[src/rtl/core/ipv4rx_pkg.sv]
// Package for the IPv4 receive header check: sizes, protocol numbers,
// verdict codes and the frame snapshot type passed between the stages.
// No dependencies.
package ipv4rx_pkg;

  // Frame limits.
  localparam int unsigned MAX_FRAME_BYTES   = 2048;
  localparam int unsigned LINK_HEADER_BYTES = 14;
  localparam int unsigned IP_MIN_HEADER     = 20;

  // Widths.
  localparam int unsigned COUNT_W     = 16;
  localparam int unsigned CFG_INDEX_W = 1;
  localparam int unsigned CFG_DATA_W  = 32;

  // Header constants.
  localparam logic [3:0]  IP_VERSION4   = 4'd4;
  localparam logic [7:0]  PROTO_TCP     = 8'd6;
  localparam logic [7:0]  PROTO_UDP     = 8'd17;
  localparam logic [15:0] FRAG_MASK     = 16'h3FFF;
  localparam logic [15:0] SUM_GOOD      = 16'hFFFF;
  localparam logic [31:0] BCAST_ADDRESS = 32'hFFFF_FFFF;

  // Configuration register indexes.
  localparam logic [CFG_INDEX_W-1:0] CFG_ADDR_CONFIGURED = 1'b0;
  localparam logic [CFG_INDEX_W-1:0] CFG_LOCAL_ADDRESS   = 1'b1;

  // Verdict codes.
  typedef enum logic [3:0] {
    ST_UDP        = 4'd0,
    ST_TCP        = 4'd1,
    ST_OTHER      = 4'd2,
    ST_SHORT      = 4'd3,
    ST_VERSION    = 4'd4,
    ST_HDR_LEN    = 4'd5,
    ST_TOTAL_LEN  = 4'd6,
    ST_CHECKSUM   = 4'd7,
    ST_FRAGMENT   = 4'd8,
    ST_NOT_OURS   = 4'd9,
    ST_TOO_LONG   = 4'd10
  } status_t;

  // Everything captured from one frame, taken on its last byte.
  typedef struct packed {
    logic [COUNT_W-1:0] size;
    logic [7:0]         ver_len;
    logic [15:0]        total_len;
    logic [15:0]        frag;
    logic [7:0]         proto;
    logic [31:0]        src;
    logic [31:0]        dst;
    logic [15:0]        sum;
  } frame_snap_t;

endpackage

[src/rtl/core/ipv4rx_in_if.sv]
// Byte stream channel carrying the received frame into the header check.
// No dependencies.
interface ipv4rx_in_if;
  logic       valid;
  logic       ready;
  logic [7:0] data_byte;
  logic       last_byte;

  modport source(output valid, data_byte, last_byte, input ready);
  modport sink(input valid, data_byte, last_byte, output ready);
endinterface

[src/rtl/core/ipv4rx_out_if.sv]
// Verdict channel carrying one result per frame out of the header check.
// No dependencies.
interface ipv4rx_out_if;
  logic        valid;
  logic        ready;
  logic [3:0]  status;
  logic [7:0]  protocol;
  logic [31:0] source_address;
  logic [31:0] destination_address;
  logic [5:0]  header_bytes;
  logic [15:0] payload_length;

  modport source(output valid, status, protocol, source_address, destination_address,
                 header_bytes, payload_length, input ready);
  modport sink(input valid, status, protocol, source_address, destination_address,
               header_bytes, payload_length, output ready);
endinterface

[src/rtl/core/ipv4rx_capture.sv]
// Per-frame capture stage: byte counter, header field capture and the running
// one's-complement checksum. Depends on ipv4rx_pkg and ipv4rx_in_if.
module ipv4rx_capture
  import ipv4rx_pkg::*;
(
  input  logic         clk,
  input  logic         rst_n,
  ipv4rx_in_if.sink    in_ch,
  input  logic         snap_take,
  output logic         snap_valid,
  output frame_snap_t  snap
);

  logic [COUNT_W-1:0] byte_count_r, byte_count_nxt;
  logic [7:0]         ver_len_r, ver_len_nxt;
  logic [15:0]        total_len_r, total_len_nxt;
  logic [15:0]        frag_r, frag_nxt;
  logic [7:0]         proto_r, proto_nxt;
  logic [31:0]        src_r, src_nxt;
  logic [31:0]        dst_r, dst_nxt;
  logic [15:0]        sum_r, sum_nxt;
  logic [7:0]         hold_r, hold_nxt;

  logic               snap_valid_r, snap_valid_nxt;
  frame_snap_t        snap_r, snap_nxt;

  logic               in_acc;
  logic               snap_ready;
  logic               in_hdr;
  logic [COUNT_W-1:0] off;
  logic [3:0]         ihl;
  logic [5:0]         hs;
  logic [16:0]        sum_wide;
  logic [7:0]         b;

  assign snap_ready  = !snap_valid_r || snap_take;
  assign in_ch.ready = snap_ready;
  assign in_acc      = in_ch.valid && snap_ready;
  assign b           = in_ch.data_byte;

  assign in_hdr = byte_count_r >= COUNT_W'(LINK_HEADER_BYTES);
  assign off    = byte_count_r - COUNT_W'(LINK_HEADER_BYTES);

  // The header length in force includes a version byte arriving right now.
  assign ihl      = (off == '0) ? b[3:0] : ver_len_r[3:0];
  assign hs       = {ihl, 2'b00};
  assign sum_wide = {1'b0, sum_r} + {1'b0, hold_r, b};

  // Field capture, checksum and frame bookkeeping.
  always_comb begin
    byte_count_nxt = byte_count_r;
    ver_len_nxt    = ver_len_r;
    total_len_nxt  = total_len_r;
    frag_nxt       = frag_r;
    proto_nxt      = proto_r;
    src_nxt        = src_r;
    dst_nxt        = dst_r;
    sum_nxt        = sum_r;
    hold_nxt       = hold_r;
    snap_nxt       = snap_r;
    snap_valid_nxt = snap_valid_r;

    if (in_acc) begin
      if (in_hdr) begin
        if (off == COUNT_W'(0)) ver_len_nxt = b;
        if (off == COUNT_W'(2)) total_len_nxt[15:8] = b;
        if (off == COUNT_W'(3)) total_len_nxt[7:0] = b;
        if (off == COUNT_W'(6)) frag_nxt[15:8] = b;
        if (off == COUNT_W'(7)) frag_nxt[7:0] = b;
        if (off == COUNT_W'(9)) proto_nxt = b;
        if (off[COUNT_W-1:2] == (COUNT_W-2)'(3)) src_nxt = {src_r[23:0], b};
        if (off[COUNT_W-1:2] == (COUNT_W-2)'(4)) dst_nxt = {dst_r[23:0], b};

        // Sum 16-bit words over the first IHL*4 header bytes.
        if (off[COUNT_W-1:6] == '0 && off[5:0] < hs) begin
          if (!off[0]) begin
            hold_nxt = b;
          end else if (sum_wide[16]) begin
            sum_nxt = sum_wide[15:0] + 16'd1;
          end else begin
            sum_nxt = sum_wide[15:0];
          end
        end
      end

      if (byte_count_r != '1) byte_count_nxt = byte_count_r + COUNT_W'(1);

      // On the last byte, hand the frame to the verdict stage and start over.
      if (in_ch.last_byte) begin
        snap_nxt.size      = byte_count_nxt;
        snap_nxt.ver_len   = ver_len_nxt;
        snap_nxt.total_len = total_len_nxt;
        snap_nxt.frag      = frag_nxt;
        snap_nxt.proto     = proto_nxt;
        snap_nxt.src       = src_nxt;
        snap_nxt.dst       = dst_nxt;
        snap_nxt.sum       = sum_nxt;
        byte_count_nxt = '0;
        ver_len_nxt    = '0;
        total_len_nxt  = '0;
        frag_nxt       = '0;
        proto_nxt      = '0;
        src_nxt        = '0;
        dst_nxt        = '0;
        sum_nxt        = '0;
        hold_nxt       = '0;
      end
    end

    if (snap_ready) snap_valid_nxt = in_acc && in_ch.last_byte;
  end

  // Frame state and snapshot valid.
  always_ff @(posedge clk) begin
    if (!rst_n) begin
      byte_count_r <= '0;
      ver_len_r    <= '0;
      total_len_r  <= '0;
      frag_r       <= '0;
      proto_r      <= '0;
      src_r        <= '0;
      dst_r        <= '0;
      sum_r        <= '0;
      hold_r       <= '0;
      snap_valid_r <= 1'b0;
    end else begin
      byte_count_r <= byte_count_nxt;
      ver_len_r    <= ver_len_nxt;
      total_len_r  <= total_len_nxt;
      frag_r       <= frag_nxt;
      proto_r      <= proto_nxt;
      src_r        <= src_nxt;
      dst_r        <= dst_nxt;
      sum_r        <= sum_nxt;
      hold_r       <= hold_nxt;
      snap_valid_r <= snap_valid_nxt;
    end
  end

  // Snapshot payload needs no reset.
  always_ff @(posedge clk) begin
    snap_r <= snap_nxt;
  end

  assign snap_valid = snap_valid_r;
  assign snap       = snap_r;

endmodule

[src/rtl/core/ipv4rx_verdict.sv]
// Verdict stage: runs the header checks on a frame snapshot and holds the
// result in the output register. Depends on ipv4rx_pkg and ipv4rx_out_if.
module ipv4rx_verdict
  import ipv4rx_pkg::*;
(
  input  logic         clk,
  input  logic         rst_n,
  input  logic         snap_valid,
  input  frame_snap_t  snap,
  output logic         snap_take,
  input  logic         addr_configured,
  input  logic [31:0]  local_address,
  ipv4rx_out_if.source out_ch
);

  logic        out_valid_r, out_valid_nxt;
  status_t     status_r, status_nxt;
  logic [7:0]  proto_r;
  logic [31:0] src_r;
  logic [31:0] dst_r;
  logic [5:0]  hs_r;
  logic [15:0] payload_r, payload_nxt;

  logic [5:0]         hs;
  logic [COUNT_W-1:0] avail;
  logic               load;

  assign snap_take = !out_valid_r || out_ch.ready;
  assign load      = snap_valid && snap_take;

  assign hs    = {snap.ver_len[3:0], 2'b00};
  assign avail = (snap.size >= COUNT_W'(LINK_HEADER_BYTES)) ?
                 snap.size - COUNT_W'(LINK_HEADER_BYTES) : '0;

  // Checks in priority order, then the protocol class.
  always_comb begin
    payload_nxt = '0;
    if (snap.size > COUNT_W'(MAX_FRAME_BYTES)) begin
      status_nxt = ST_TOO_LONG;
    end else if (snap.size < COUNT_W'(LINK_HEADER_BYTES + IP_MIN_HEADER)) begin
      status_nxt = ST_SHORT;
    end else if (snap.ver_len[7:4] != IP_VERSION4) begin
      status_nxt = ST_VERSION;
    end else if (hs < 6'(IP_MIN_HEADER) || COUNT_W'(hs) > avail) begin
      status_nxt = ST_HDR_LEN;
    end else if (snap.total_len < 16'(hs) || snap.total_len > avail) begin
      status_nxt = ST_TOTAL_LEN;
    end else if (snap.sum != SUM_GOOD) begin
      status_nxt = ST_CHECKSUM;
    end else if ((snap.frag & FRAG_MASK) != '0) begin
      status_nxt = ST_FRAGMENT;
    end else if (addr_configured && snap.dst != local_address &&
                 snap.dst != BCAST_ADDRESS) begin
      status_nxt = ST_NOT_OURS;
    end else begin
      if (snap.proto == PROTO_UDP) begin
        status_nxt = ST_UDP;
      end else if (snap.proto == PROTO_TCP) begin
        status_nxt = ST_TCP;
      end else begin
        status_nxt = ST_OTHER;
      end
      payload_nxt = snap.total_len - 16'(hs);
    end
  end

  // Output register valid.
  always_comb begin
    out_valid_nxt = out_valid_r;
    if (snap_take) out_valid_nxt = snap_valid;
  end

  always_ff @(posedge clk) begin
    if (!rst_n) begin
      out_valid_r <= 1'b0;
    end else begin
      out_valid_r <= out_valid_nxt;
    end
  end

  // Result payload, loaded as the snapshot moves over.
  always_ff @(posedge clk) begin
    if (load) begin
      status_r  <= status_nxt;
      proto_r   <= snap.proto;
      src_r     <= snap.src;
      dst_r     <= snap.dst;
      hs_r      <= hs;
      payload_r <= payload_nxt;
    end
  end

  assign out_ch.valid               = out_valid_r;
  assign out_ch.status              = status_r;
  assign out_ch.protocol            = proto_r;
  assign out_ch.source_address      = src_r;
  assign out_ch.destination_address = dst_r;
  assign out_ch.header_bytes        = hs_r;
  assign out_ch.payload_length      = payload_r;

`ifndef NO_ASSERTIONS
  // A rejected frame never reports a payload length.
  a_reject_no_payload: assert property (@(posedge clk) disable iff (!rst_n)
    (out_valid_r && status_r != ST_UDP && status_r != ST_TCP && status_r != ST_OTHER)
    |-> payload_r == '0)
    else $error("rejected frame carries a payload length");

  // Header length is always a whole number of 32-bit words.
  a_hs_words: assert property (@(posedge clk) disable iff (!rst_n)
    out_valid_r |-> hs_r[1:0] == 2'b00)
    else $error("header length not a multiple of four");

  // A waiting snapshot is kept while the output register is stalled.
  a_snap_held: assert property (@(posedge clk) disable iff (!rst_n)
    (snap_valid && !snap_take) |=> snap_valid && $stable(snap))
    else $error("snapshot lost while output stalled");

  // An accepted frame reaches the output register on the next edge.
  a_load_shows: assert property (@(posedge clk) disable iff (!rst_n)
    load |=> out_valid_r)
    else $error("loaded verdict not presented");
`endif

endmodule

[src/rtl/core/ipv4_receive_header_check.sv]
// Top level of the IPv4 receive header check: configuration registers and
// the capture and verdict stages. Depends on ipv4rx_pkg, ipv4rx_in_if,
// ipv4rx_out_if, ipv4rx_capture and ipv4rx_verdict.
//
// Usage:
// The in_ch channel takes one byte of a received Ethernet frame per request,
// with last_byte marking the final byte. The link header is skipped and the
// IPv4 header fields are captured while the one's-complement checksum is
// summed. A frame streams at one byte per clock with no gap between frames,
// except while a waiting snapshot holds in_ch ready low.
// Each frame yields one request on out_ch: a status code, the captured
// protocol, addresses, header length and payload length. The snapshot
// register takes the frame on its last byte, and the output register then
// takes the verdict from it.
// When out_ch stalls, the output register holds its result and the next
// frame waits in the snapshot register; while that frame waits, in_ch
// ready is low and no byte is taken.
// The cfg port writes address_configured (index 0) and local_address
// (index 1); the user must write them only while no frame is in flight,
// as the block itself does not enforce it. Reset clears the capture state,
// both registers and both valid flags; the block is ready the cycle after.
module ipv4_receive_header_check
  import ipv4rx_pkg::*;
(
  input  logic                   clk,
  input  logic                   rst_n,
  ipv4rx_in_if.sink              in_ch,
  ipv4rx_out_if.source           out_ch,
  input  logic                   cfg_we,
  input  logic [CFG_INDEX_W-1:0] cfg_index,
  input  logic [CFG_DATA_W-1:0]  cfg_wdata
);

  logic        addr_configured_r, addr_configured_nxt;
  logic [31:0] local_address_r, local_address_nxt;

  logic        snap_valid;
  logic        snap_take;
  frame_snap_t snap;

  // Configuration register writes.
  always_comb begin
    addr_configured_nxt = addr_configured_r;
    local_address_nxt   = local_address_r;
    if (cfg_we) begin
      case (cfg_index)
        CFG_ADDR_CONFIGURED: addr_configured_nxt = cfg_wdata[0];
        CFG_LOCAL_ADDRESS:   local_address_nxt   = cfg_wdata[31:0];
        default: begin
          addr_configured_nxt = addr_configured_r;
        end
      endcase
    end
  end

  always_ff @(posedge clk) begin
    if (!rst_n) begin
      addr_configured_r <= 1'b0;
      local_address_r   <= '0;
    end else begin
      addr_configured_r <= addr_configured_nxt;
      local_address_r   <= local_address_nxt;
    end
  end

  // Frame capture and snapshot.
  ipv4rx_capture u_capture (
    .clk        (clk),
    .rst_n      (rst_n),
    .in_ch      (in_ch),
    .snap_take  (snap_take),
    .snap_valid (snap_valid),
    .snap       (snap)
  );

  // Checks and output register.
  ipv4rx_verdict u_verdict (
    .clk             (clk),
    .rst_n           (rst_n),
    .snap_valid      (snap_valid),
    .snap            (snap),
    .snap_take       (snap_take),
    .addr_configured (addr_configured_r),
    .local_address   (local_address_r),
    .out_ch          (out_ch)
  );

endmodule
[src/flat_wrapper.sv]
// flat-port wrapper written by rule: the top's interface ports become plain ports
module ipv4_receive_header_check_flat import ipv4rx_pkg::*;
  (clk, rst_n, cfg_we, cfg_index, cfg_wdata, in_ch_valid, in_ch_data_byte, in_ch_last_byte, in_ch_ready, out_ch_valid, out_ch_status, out_ch_protocol, out_ch_source_address, out_ch_destination_address, out_ch_header_bytes, out_ch_payload_length, out_ch_ready);
  ipv4rx_in_if in_ch_i ();
  ipv4rx_out_if out_ch_i ();
  input  logic clk;
  input  logic rst_n;
  input  logic cfg_we;
  input  logic [CFG_INDEX_W-1:0] cfg_index;
  input  logic [CFG_DATA_W-1:0] cfg_wdata;
  input wire logic [$bits(in_ch_i.valid)-1:0] in_ch_valid;
  input wire logic [$bits(in_ch_i.data_byte)-1:0] in_ch_data_byte;
  input wire logic [$bits(in_ch_i.last_byte)-1:0] in_ch_last_byte;
  output wire logic [$bits(in_ch_i.ready)-1:0] in_ch_ready;
  output wire logic [$bits(out_ch_i.valid)-1:0] out_ch_valid;
  output wire logic [$bits(out_ch_i.status)-1:0] out_ch_status;
  output wire logic [$bits(out_ch_i.protocol)-1:0] out_ch_protocol;
  output wire logic [$bits(out_ch_i.source_address)-1:0] out_ch_source_address;
  output wire logic [$bits(out_ch_i.destination_address)-1:0] out_ch_destination_address;
  output wire logic [$bits(out_ch_i.header_bytes)-1:0] out_ch_header_bytes;
  output wire logic [$bits(out_ch_i.payload_length)-1:0] out_ch_payload_length;
  input wire logic [$bits(out_ch_i.ready)-1:0] out_ch_ready;
  assign in_ch_i.valid = in_ch_valid;
  assign in_ch_i.data_byte = in_ch_data_byte;
  assign in_ch_i.last_byte = in_ch_last_byte;
  assign in_ch_ready = in_ch_i.ready;
  assign out_ch_valid = out_ch_i.valid;
  assign out_ch_status = out_ch_i.status;
  assign out_ch_protocol = out_ch_i.protocol;
  assign out_ch_source_address = out_ch_i.source_address;
  assign out_ch_destination_address = out_ch_i.destination_address;
  assign out_ch_header_bytes = out_ch_i.header_bytes;
  assign out_ch_payload_length = out_ch_i.payload_length;
  assign out_ch_i.ready = out_ch_ready;
  ipv4_receive_header_check u_core (.clk(clk), .rst_n(rst_n), .in_ch(in_ch_i), .out_ch(out_ch_i), .cfg_we(cfg_we), .cfg_index(cfg_index), .cfg_wdata(cfg_wdata));
endmodule
[config.mk]
export PLATFORM = sky130hd
export DESIGN_NAME = ipv4_receive_header_check_flat
export DESIGN_NICKNAME = d
export VERILOG_FILES = /design/src/rtl/core/ipv4rx_pkg.sv /design/src/rtl/core/ipv4rx_in_if.sv /design/src/rtl/core/ipv4rx_out_if.sv /design/src/rtl/core/ipv4rx_capture.sv /design/src/rtl/core/ipv4rx_verdict.sv /design/src/rtl/core/ipv4_receive_header_check.sv /design/src/flat_wrapper.sv
export SDC_FILE = /design/constraint.sdc
export NUM_CORES = 1
export LEC_CHECK = 0
export BUFFER_PORTS_ARGS = -buffer_cell sky130_fd_sc_hd__buf_2
export CELL_PAD_IN_SITES_DETAIL_PLACEMENT = 0
export CELL_PAD_IN_SITES_GLOBAL_PLACEMENT = 1
export CORE_ASPECT_RATIO = 1.2
export CORE_MARGIN = 10
export CORE_UTILIZATION = 38
export CTS_CLUSTER_DIAMETER = 30
export DETAILED_ROUTE_END_ITERATION = 8
export HOLD_SLACK_MARGIN = 0.12
export PLACE_DENSITY = 0.67
export SLEW_MARGIN = 20
export SYNTH_ARGS = -nofsm -noshare
export SYNTH_HDL_FRONTEND = slang
export SYNTH_HIERARCHICAL = 1
export SYNTH_SLANG_ARGS = --single-unit
export TNS_END_PERCENT = 50
[constraint.sdc]
create_clock -name clk -period 5 [get_ports clk]
set_clock_uncertainty 0.1 [all_clocks]
set_input_delay 0.5 -clock clk [delete_from_list [all_inputs] [get_ports clk]]
set_output_delay 0.5 -clock clk [all_outputs]
set_load 0.1 [all_outputs]
* Yosys cells after proc, flatten, opt, wreduce, memory -nomap -nowiden *
Cells that the tools add are included.

word-level totals
  input bits = 47
  bits in latches = 0
  memory bits (read-only) = 0
  memory bits (writable) = 0
  register bits after elaboration = 425
  logic and storage cells = 124
  memories = 0
  output and inout bits = 100

cells by class
  reduce and logical (&&, ||, !) cells = 23
  add/sub/neg operators = 6
  shift operators = 0
  multiply operators = 0
  div/mod/pow operators = 0
  bitwise operators = 1
  equality and inequality tests = 15
  magnitude comparators = 9
  mux-type cells = 42

operators with widths
  kind                                                                               number
  16-bit two-way mux                                                                 12
  32-bit two-way mux                                                                 6
  8-bit two-way mux                                                                  14
  16-bit by 1-bit adder with 16-bit output, second input constant                    2
  16-bit by 2-bit == test with 1-bit output, second input constant                   2
  16-bit by 3-bit == test with 1-bit output, second input constant                   2
  16-bit by 4-bit >= comparator with 1-bit output, second input constant             2
  4-bit two-way mux                                                                  8
  16-bit inequality test, second input constant                                      2
  32-bit inequality test                                                             1
  32-bit inequality test, second input constant                                      1
  16-bit by 4-bit subtractor with 16-bit output, second input constant               2
  16-bit by 16-bit adder with 17-bit output                                          1
  16-bit by 4-bit == test with 1-bit output, second input constant                   1
  16-bit by 12-bit greater-than comparator with 1-bit output, second input constant  1
  16-bit greater-than comparator                                                     1
  6-bit by 16-bit greater-than comparator with 1-bit output                          1
  16-bit zero test                                                                   1
  16-bit by 6-bit < comparator with 1-bit output                                     1
  16-bit by 6-bit < comparator with 1-bit output, second input constant              1
  16-bit nonzero test                                                                1
  16-bit by 6-bit subtractor with 16-bit output                                      1
  14-bit by 2-bit == test with 1-bit output, second input constant                   1
  14-bit by 3-bit == test with 1-bit output, second input constant                   1
  17 further kinds                                                                   30

* Depth between registers and ports, before layout *
Gate-level depths: netlist (run 1).

  word-level depth = 10
  gate-level depth with buffers = 19
  mapped depth without buffers = 15

* Modules after synthesis *
The synthesis (run 1) kept the hierarchy.

by module, submodules not included
  module                     instances  sequential area each (sq um)  area an instance (sq um)  cells an instance
  ipv4rx_capture             1          7,387.1                       13,294.0                  1,133
  ipv4rx_verdict             1          2,902.8                       4,984.8                   395
  ipv4_receive_header_check  1          660.6                         1,431.4                   149

* Least setup slack after synthesis (run 1) *
No wires, ideal clock.

  path type = flip-flop to flip-flop
  from = register u_core.u_verdict.out_valid_r, in the netlist u_core/u_verdict/out_ch.valid
  to = register u_core.u_capture.snap_r (netlist bit u_core/u_capture/snap[0]), enable pin
  path slack = -0.999 ns
  setup time = 0.496 ns
  arrival time = 5.403 ns
  path buffers = 2
  stages on the path, launching flop included = 8
  data required time = 4.404 ns
  path through = dfxtp_1 nand2b_1 nand2b_1 and2_1 clkbuf_1 clkbuf_1 nand2_1 inv_1

between the ends
  word-level cells in the longest chain between the ends = 5

RTL lines
  what                                  RTL line                         text
  from (decl)                           ipv4rx_verdict.sv:16             logic out_valid_r, out_valid_nxt;
  from (signal assigned)                ipv4rx_verdict.sv:77             out_valid_r <= out_valid_nxt;
  1-bit zero test                       ipv4rx_verdict.sv:28             assign snap_take = !out_valid_r || out_ch.ready;
  1-bit logical OR                      ipv4rx_verdict.sv:28
  via u_core.snap_take                  ipv4_receive_header_check.sv:38  logic snap_take;
  1-bit logical OR                      ipv4rx_capture.sv:36             assign snap_ready = !snap_valid_r || snap_take;
  via in_ch_ready                       flat_wrapper.sv:14               output wire logic [$bits(in_ch_i.ready)-1:0] in_ch_ready;
  1-bit logical AND                     ipv4rx_capture.sv:38             assign in_acc = in_ch.valid && snap_ready;
  2-bit AND reduction (no source line)  n/a
  to (signal assigned)                  ipv4rx_capture.sv:142            snap_r <= snap_nxt;
  to (decl)                             ipv4rx_capture.sv:25             frame_snap_t snap_r, snap_nxt;

The timed path passes the listed nets, and every way through them passes these cells.
A chain may end at the register's enable or synchronous reset.

* Final worst setup path (run 1) *
  from = register u_core.u_capture.byte_count_r[1]
  to = register u_core.u_capture.sum_r[6]

between the ends
  word-level cells in the longest chain between the ends = 8
  elaborated cells between the ends (all ways) = 10
  those cells by class = add/sub: 1; order compare: 2; mux: 4; reduce/logical: 3

RTL lines
  what                                           RTL line               text
  from (decl)                                    ipv4rx_capture.sv:14   logic [COUNT_W-1:0] byte_count_r, byte_count_nxt;
  from (signal assigned)                         ipv4rx_capture.sv:127  byte_count_r <= byte_count_nxt;
  16-bit by 4-bit subtractor with 16-bit output  ipv4rx_capture.sv:42   assign off = byte_count_r - COUNT_W'(LINK_HEADER_BYTES);
  16-bit zero test                               ipv4rx_capture.sv:45   assign ihl = (off == '0) ? b[3:0] : ver_len_r[3:0];
  4-bit two-way mux                              ipv4rx_capture.sv:45
  6-bit < comparator                             ipv4rx_capture.sv:75   if (off[COUNT_W-1:6] == '0 && off[5:0] < hs) begin
  1-bit logical AND                              ipv4rx_capture.sv:75
  16-bit two-way mux                             ipv4rx_capture.sv:75
  16-bit two-way mux (*)                         ipv4rx_capture.sv:64   if (in_hdr) begin
  16-bit two-way mux (*)                         ipv4rx_capture.sv:89   if (in_ch.last_byte) begin
  to (signal assigned)                           ipv4rx_capture.sv:134  sum_r <= sum_nxt;
  to (decl)                                      ipv4rx_capture.sv:21   logic [15:0] sum_r, sum_nxt;

Every way passes the cells marked *; elsewhere a longest branch is shown, timed or not.

==> results.txt, run 1 <==
CTS clk-pin slew, worst paths - 0.05 ns
Setup crit end kind - flop
post-route ant nets - 0
DRC Markers - 0
initial DRC count - 845
Worst Path Required - 5.45 ns
maxcap violations - 0
die width - 227 um
HPWL Detailed - 33.8 mm
die footprint - 0.0610 sq mm
routability cong. - 0.835
core area - 0.0511 sq mm
Syn Inst Count - 1667
worst slew pin tran - 0.993 ns
met2 usage - 27.0%
vias per inst - 5.43
met1 Usage GRT - 21.6%
GRT overflow - 0
PwrDens - 412 mW/mm^2
post-layout util - 46.9%
worst min path class - input pin to flop
first-pass GRT wire length - 80.5 mm
fin. max-slew vios - 0
buffers and inverters on the worst path - 2
Yosys warnings - 6
maximum clock frequency - 215 MHz
CTS max path bufs - 3
largest net degree at the start of global routing - 108
unrepaired setup endpoints after global routing - false
number of global-route vias before repair - 14100
antenna fix cells - 0
Setup violations, final - 0
synthesized area - 0.0196 sq mm
initial core utilization - 38.3%
M3 GR Usage - 3.11%
CP max FO - 25
initial antenna violation count - 2
Total Power - 0.00988 W
Top Usage Layer GRT - met2
Worst EP arrival - 5.09 ns
Buffers on Ports - 144
area grow syn2layout - 22.5%
crit start category - flop
latest clock arrival within the worst-skew pair - 0.63 ns
leakage - 8.78 nW
CP top delay family - simple AND/OR/NAND/NOR gates
Max VDD drop - 0.277 mV
critical path cell sequence - ha_1 > a211o_1 > nor4_2 > mux2_2 > nor4b_4 > nand4_1 > buf_4 > mux2i_1 > ha_1 > and3_1 > a2111o_1 > buf_4 > or2_2 > o2bb2ai_1
Final Routed Wirelength - 51.9 mm
H-tree level count - 3
CP Class - flop to flop
Crit-path slowest cell - a211o_1
largest stage delay on the critical path - 0.42 ns
GRT Total Usage - 16.8%
row cnt - 91
Die Height - 269 um
WL/cell - 20.2 um
Slew HR - 33.2%
setup repair bufs after CTS - 0
CTS buffer count - 84
setup TNS - 0 ns
final cycle utilization of the critical path - 92.9%
crit path time final - 4.65 ns
proportion of layout cells with a drive suffix above 1 - 25.0%
DR pass1 iterations - 7
final hold violations - 0
Avg Cell Area, Syn - 11.7 sq um
CTS Sinks - 423
Layout Nets - 1941
status - complete, no violations
CTS root buf - clkbuf_16
CTS tree - done
# IOs - 147
vias after detailed routing - 13900
==> per-layer routing <==
metal,share of wire (%),wire [um]
met5,0,0
met4,3.7,1920
met3,5.0,2610
met2,47,24500
met1,44,22800
==> flip-flops by register name (all words and copies together), names as in the netlist, 4 cells and up <==
name,cells
u_core/u_verdict/out_ch.source_address,32
u_core/u_capture/snap,142
u_core/u_verdict/out_ch.destination_address,32
u_core/u_capture/hold_r,8
u_core/u_capture/sum_r,16
u_core/u_capture/total_len_r,16
u_core/u_verdict/out_ch.protocol,8
u_core/u_capture/proto_r,8
u_core/u_verdict/out_ch.header_bytes,4
u_core/u_capture/src_r,32
u_core/u_capture/ver_len_r,8
u_core/u_verdict/out_ch.payload_length,16
u_core/u_capture/byte_count_r,16
u_core/u_verdict/out_ch.status,4
u_core/u_capture/dst_r,32
u_core/local_address_r,32
u_core/u_capture/frag_r,14
==> final timing paths <==
kind | start | to | slack (ns) | depth (start not counted)
hold reg to reg | u_core/u_capture/snap[76] | u_core/u_verdict/out_ch.source_address[28] | 0.31 | 0
setup / recovery | u_core/u_capture/byte_count_r[1] | u_core/u_capture/sum_r[6] | 0.35 | 14
hold / removal | in_ch_data_byte[1] | u_core/u_capture/hold_r[1] | 0.19 | 3
setup reg to reg | u_core/u_capture/byte_count_r[1] | u_core/u_capture/sum_r[6] | 0.35 | 14
==> cells in the final DEF, fill, tap and decap left out, types with 29 or more instances in the layout <==
master	n
o21ai_0	39
o32ai_1	48
o21ai_2	30
nor2b_1	69
mux2_2	108
buf_2	143
nor4_1	30
inv_1	29
clkbuf_16	86
a21oi_1	29
dlygate4sd3_1	33
ha_1	50
a22oi_1	57
nand2_1	156
nor2_1	57
xnor2_1	38
nand3_1	30
dfxtp_1	184
edfxtp_1	238
xor2_1	57
nand4_1	70
==> stage by stage <==
step / hold slack (ns) / setup WS, ns / cell area, sq um / std cells
2_1_floorplan: 0.300 / 0.201 / 19600 / 1668
3_3_place_gp: 0.309 / 0.228 / 20700 / 2374
3_5_place_dp: 0.305 / 0.0571 / 20700 / 2374
4_1_cts: 0.166 / 0.0181 / 23900 / 2564
5_1_grt: 0.187 / 0.0388 / 24000 / 2564
6_report: 0.187 / 0.354 / 24000 / 2564
==> cell type report <==
type	count	area [sq um]
Fill cell	4617	27200
Sequential cell	423	10900
Multi-Input combinational cell	1102	8050
Clock buffer	107	2290
Timing Repair Buffer	201	1250
Tap cell	651	815
Clock inverter	50	576
Inverter	30	116
==> report_power, final <==
| part | internal, W | leakage (nW) | total, W | switching, W |
|---|---|---|---|---|
| Sequential | 0.00376 | 3.67 | 0.00382 | 0.0000599 |
| Combinational | 0.000130 | 3.74 | 0.000542 | 0.000412 |
| Clock | 0.00359 | 1.37 | 0.00551 | 0.00192 |
==> repair_timing <==
| item | in CTS | in global routing |
|---|---|---|
| hold buffers | 33 | 0 |
| hold endpoints to repair | 34 | 0 |
| resized for setup | 0 | 1 |
| endpoints found under the setup margin | 0 | 1 |
==> worst min-delay path, delay by kind of cell <==
| family | cells | cell delay [ns] |
|---|---|---|
| compound gates | 1 | 0.08 |
| simple gates | 1 | 0.09 |
| buf+inv | 1 | 0.19 |
Note: power is estimated with default switching activity, not from simulation.
==> run 2: changes to the inputs <==
--- a/config.mk
+++ b/config.mk
@@ -10,11 +10,12 @@
 export CELL_PAD_IN_SITES_GLOBAL_PLACEMENT = 1
 export CORE_ASPECT_RATIO = 1.2
 export CORE_MARGIN = 10
-export CORE_UTILIZATION = 38
+export CORE_UTILIZATION = 24
 export CTS_CLUSTER_DIAMETER = 30
 export DETAILED_ROUTE_END_ITERATION = 8
 export HOLD_SLACK_MARGIN = 0.12
-export PLACE_DENSITY = 0.67
+export PLACE_DENSITY = 0.47
+export RECOVER_POWER = 50
 export SLEW_MARGIN = 20
 export SYNTH_ARGS = -nofsm -noshare
 export SYNTH_HDL_FRONTEND = slang
==> run 2 against run 1 <==
Sequential cell count unchanged; fmax is 1.4% lower; final cell count rose by 17%; the run now ends with max-capacitance violations, max-slew violations left; clock power is 15% higher; critical path depth is 1 higher; sequential share of layout area fell by 1.5 points.
==> results.txt, run 2 (same netlist as run 1, synthesis figures left out) <==
status - complete, but fails checks
failing checks - max-capacitance violations, max-slew violations
worst slew pin tran - 3.98 ns (+2.99 ns)
final hold violations - 0 (unchanged)
Worst EP arrival - 5.17 ns (+0.08 ns)
Buffers on Ports - 144 (unchanged)
dpl cells - 2776 (+17%)
initial antenna violation count - 8 (+6)
vias after detailed routing - 13900 (+0.14%)
Min Hold Slack - 0.298 ns (+0.111 ns)
unrepaired setup endpoints after global routing - false
Crit-path slowest cell - a211o_1
HPWL Detailed - 40.2 mm (+19%)
Max VDD drop - 0.228 mV (-18%)
max FFs per register - 142 (unchanged)
Slew HR - -165% (-200 points)
GRT overflow - 0 (unchanged)
Layout Nets - 1961 (+1.0%)
number of global-route vias before repair - 14300 (+1.8%)
crit start category - flop
Final WS setup - 0.288 ns (-0.0656 ns)
DRC Markers - 0 (unchanged)
maxcap violations - 3 (+3)
initial core utilization - 24.2% (-14 points)
CTS max path bufs - 3 (unchanged)
PwrDens - 434 mW/mm^2 (+5.1%)
leakage - 8.72 nW (-0.70%)
commonest non-fill, non-tap cell in the layout - edfxtp_1
reg-to-reg slack, setup - 0.29 ns (-0.07 ns)
worst min path class - input pin to flop
crit path time final - 4.71 ns (+0.0656 ns)
# IOs - 147 (unchanged)
proportion of layout cells with a drive suffix above 1 - 19.6% (-5.4 points)
DR pass1 iterations - 5 (-2)
Die Height - 333 um (+24%)
antenna fix cells - 0 (unchanged)
post-layout util - 30.7% (-16 points)
Worst Path Required - 5.46 ns (about the same)
setup repair bufs after CTS - 0 (unchanged)
latest clock arrival within the worst-skew pair - 0.63 ns (about the same)
area grow syn2layout - 26.5%
initial DRC count - 716 (-15%)
GRT Total Usage - 12.3% (-4.6 points)
CTS tree - done
largest net degree at the start of global routing - 105 (-2.8%)
post-route ant nets - 0 (unchanged)
H-tree level count - 3 (unchanged)
Setup crit end kind - flop
maximum clock frequency - 212 MHz (-1.4%)
die footprint - 0.0934 sq mm (+53%)
vias per inst - 4.66 (-14%)
first-pass GRT wire length - 88.6 mm (+10%)
pre-CTS setup slack - -0.00553 ns (-0.0626 ns)
final cycle utilization of the critical path - 94.2% (+1.3 points)
row cnt - 114 (+25%)
CP Class - flop to flop
largest stage delay on the critical path - 0.41 ns (about the same)
CTS clk-pin slew, worst paths - 0.05 ns (about the same)
Final Routed Wirelength - 58.9 mm (+14%)
critical path cell sequence - ha_1 > a211o_1 > nor4_2 > mux2_1 > nor4b_4 > nand4_1 > buf_4 > mux2i_2 > ha_1 > a21oi_1 > o211ai_1 > a2111o_1 > buf_4 > or2_2 > o2bb2ai_1
Final Non-Filler Cells - 2989 (+17%)
CP max FO - 25 (unchanged)
CTS root buf - clkbuf_16
routability cong. - 0.792 (-5.1%)
Setup violations, final - 0 (unchanged)
WL/cell - 19.7 um (-2.6%)
fin. max-slew vios - 196 (+196)
CTS Sinks - 423 (unchanged)
CTS buffer count - 95 (+13%)
core area - 0.0807 sq mm (+58%)
most frequent cells in the layout - edfxtp_1 (238), dfxtp_1 (184), nand2_1 (156)
die width - 281 um (+24%)
-- run 2: cell count changes in the layout (fill, tap and decap cells not counted), sizes merged --
cell,before,now
clkdlybuf4s15,0,1
inv,35,40
clkinvlp,11,13
buf,168,75
bufinv,6,11
clkbuf,107,221
clkinv,28,26
-- run 2: routing by layer --
| metal | vias to the layer above | global-route usage [%] | part of all wire, % |
|---|---|---|---|
| met5 | - | 0 | 0.051 |
| met4 | 4 | 4.65 | 2.8 |
| met3 | 119 | 2.41 | 4.2 |
| met2 | 299 | 21.1 | 50 |
| li1 | 6699 | - | - |
| met1 | 6816 | 14.9 | 43 |
-- run 2: where the power goes --
group          switching (W)  total, W  internal, W  leakage (nW)
logic               0.000418  0.000542     0.000123          3.45
registers          0.0000650   0.00383      0.00376          3.67
clock network        0.00209   0.00636      0.00427          1.60
-- run 2: worst max-delay path: cells and delay by family, from the launching register on --
kind | cells | cell delay (ns)
muxes | 2 | 0.64
adders and majority gates | 2 | 0.62
and+or+nand+nor | 4 | 1.15
buffers and inverters | 2 | 0.46
DFF | 1 | 0.38
AOI/OAI and AO/OA | 5 | 1.29
-- run 2: through the flow --
stage	instance area [sq um]	total power [W]	setup TNS, ns
6_report	24800	0.0107	0
5_1_grt	24800	0.0111	0
4_1_cts	25000	0.0109	0
3_5_place_dp	21300	0.00444	-0.00553
3_3_place_gp	21300	0.00443	0
2_1_floorplan	19600	0.00426	0
-- run 2: area by class of cell --
type	count	area, sq um
Timing Repair Buffer	210	1170
Multi-Input combinational cell	1102	7960
Fill cell	8267	56000
Inverter	30	114
Clock buffer	120	2590
Sequential cell	423	10900
Clock inverter	60	751
Tap cell	1044	1310
-- run 2: worst paths after layout --
kind,startpoint,endpoint,cells past startpoint
hold / removal,in_ch_data_byte[6],u_core/u_capture/hold_r[6],3
setup / recovery,u_core/u_capture/byte_count_r[1],u_core/u_capture/sum_r[9],15
setup reg to reg,u_core/u_capture/byte_count_r[1],u_core/u_capture/sum_r[9],15
hold reg to reg,u_core/u_capture/snap[75],u_core/u_verdict/out_ch.source_address[27],0
-- run 2: repair_timing --
item	CTS	global route
endpoints found under the hold margin	34	0
setup endpoints to repair	4	16
hold buffers	33	0
resized for setup	1	2
pin swaps	0	1
cloned	0	0
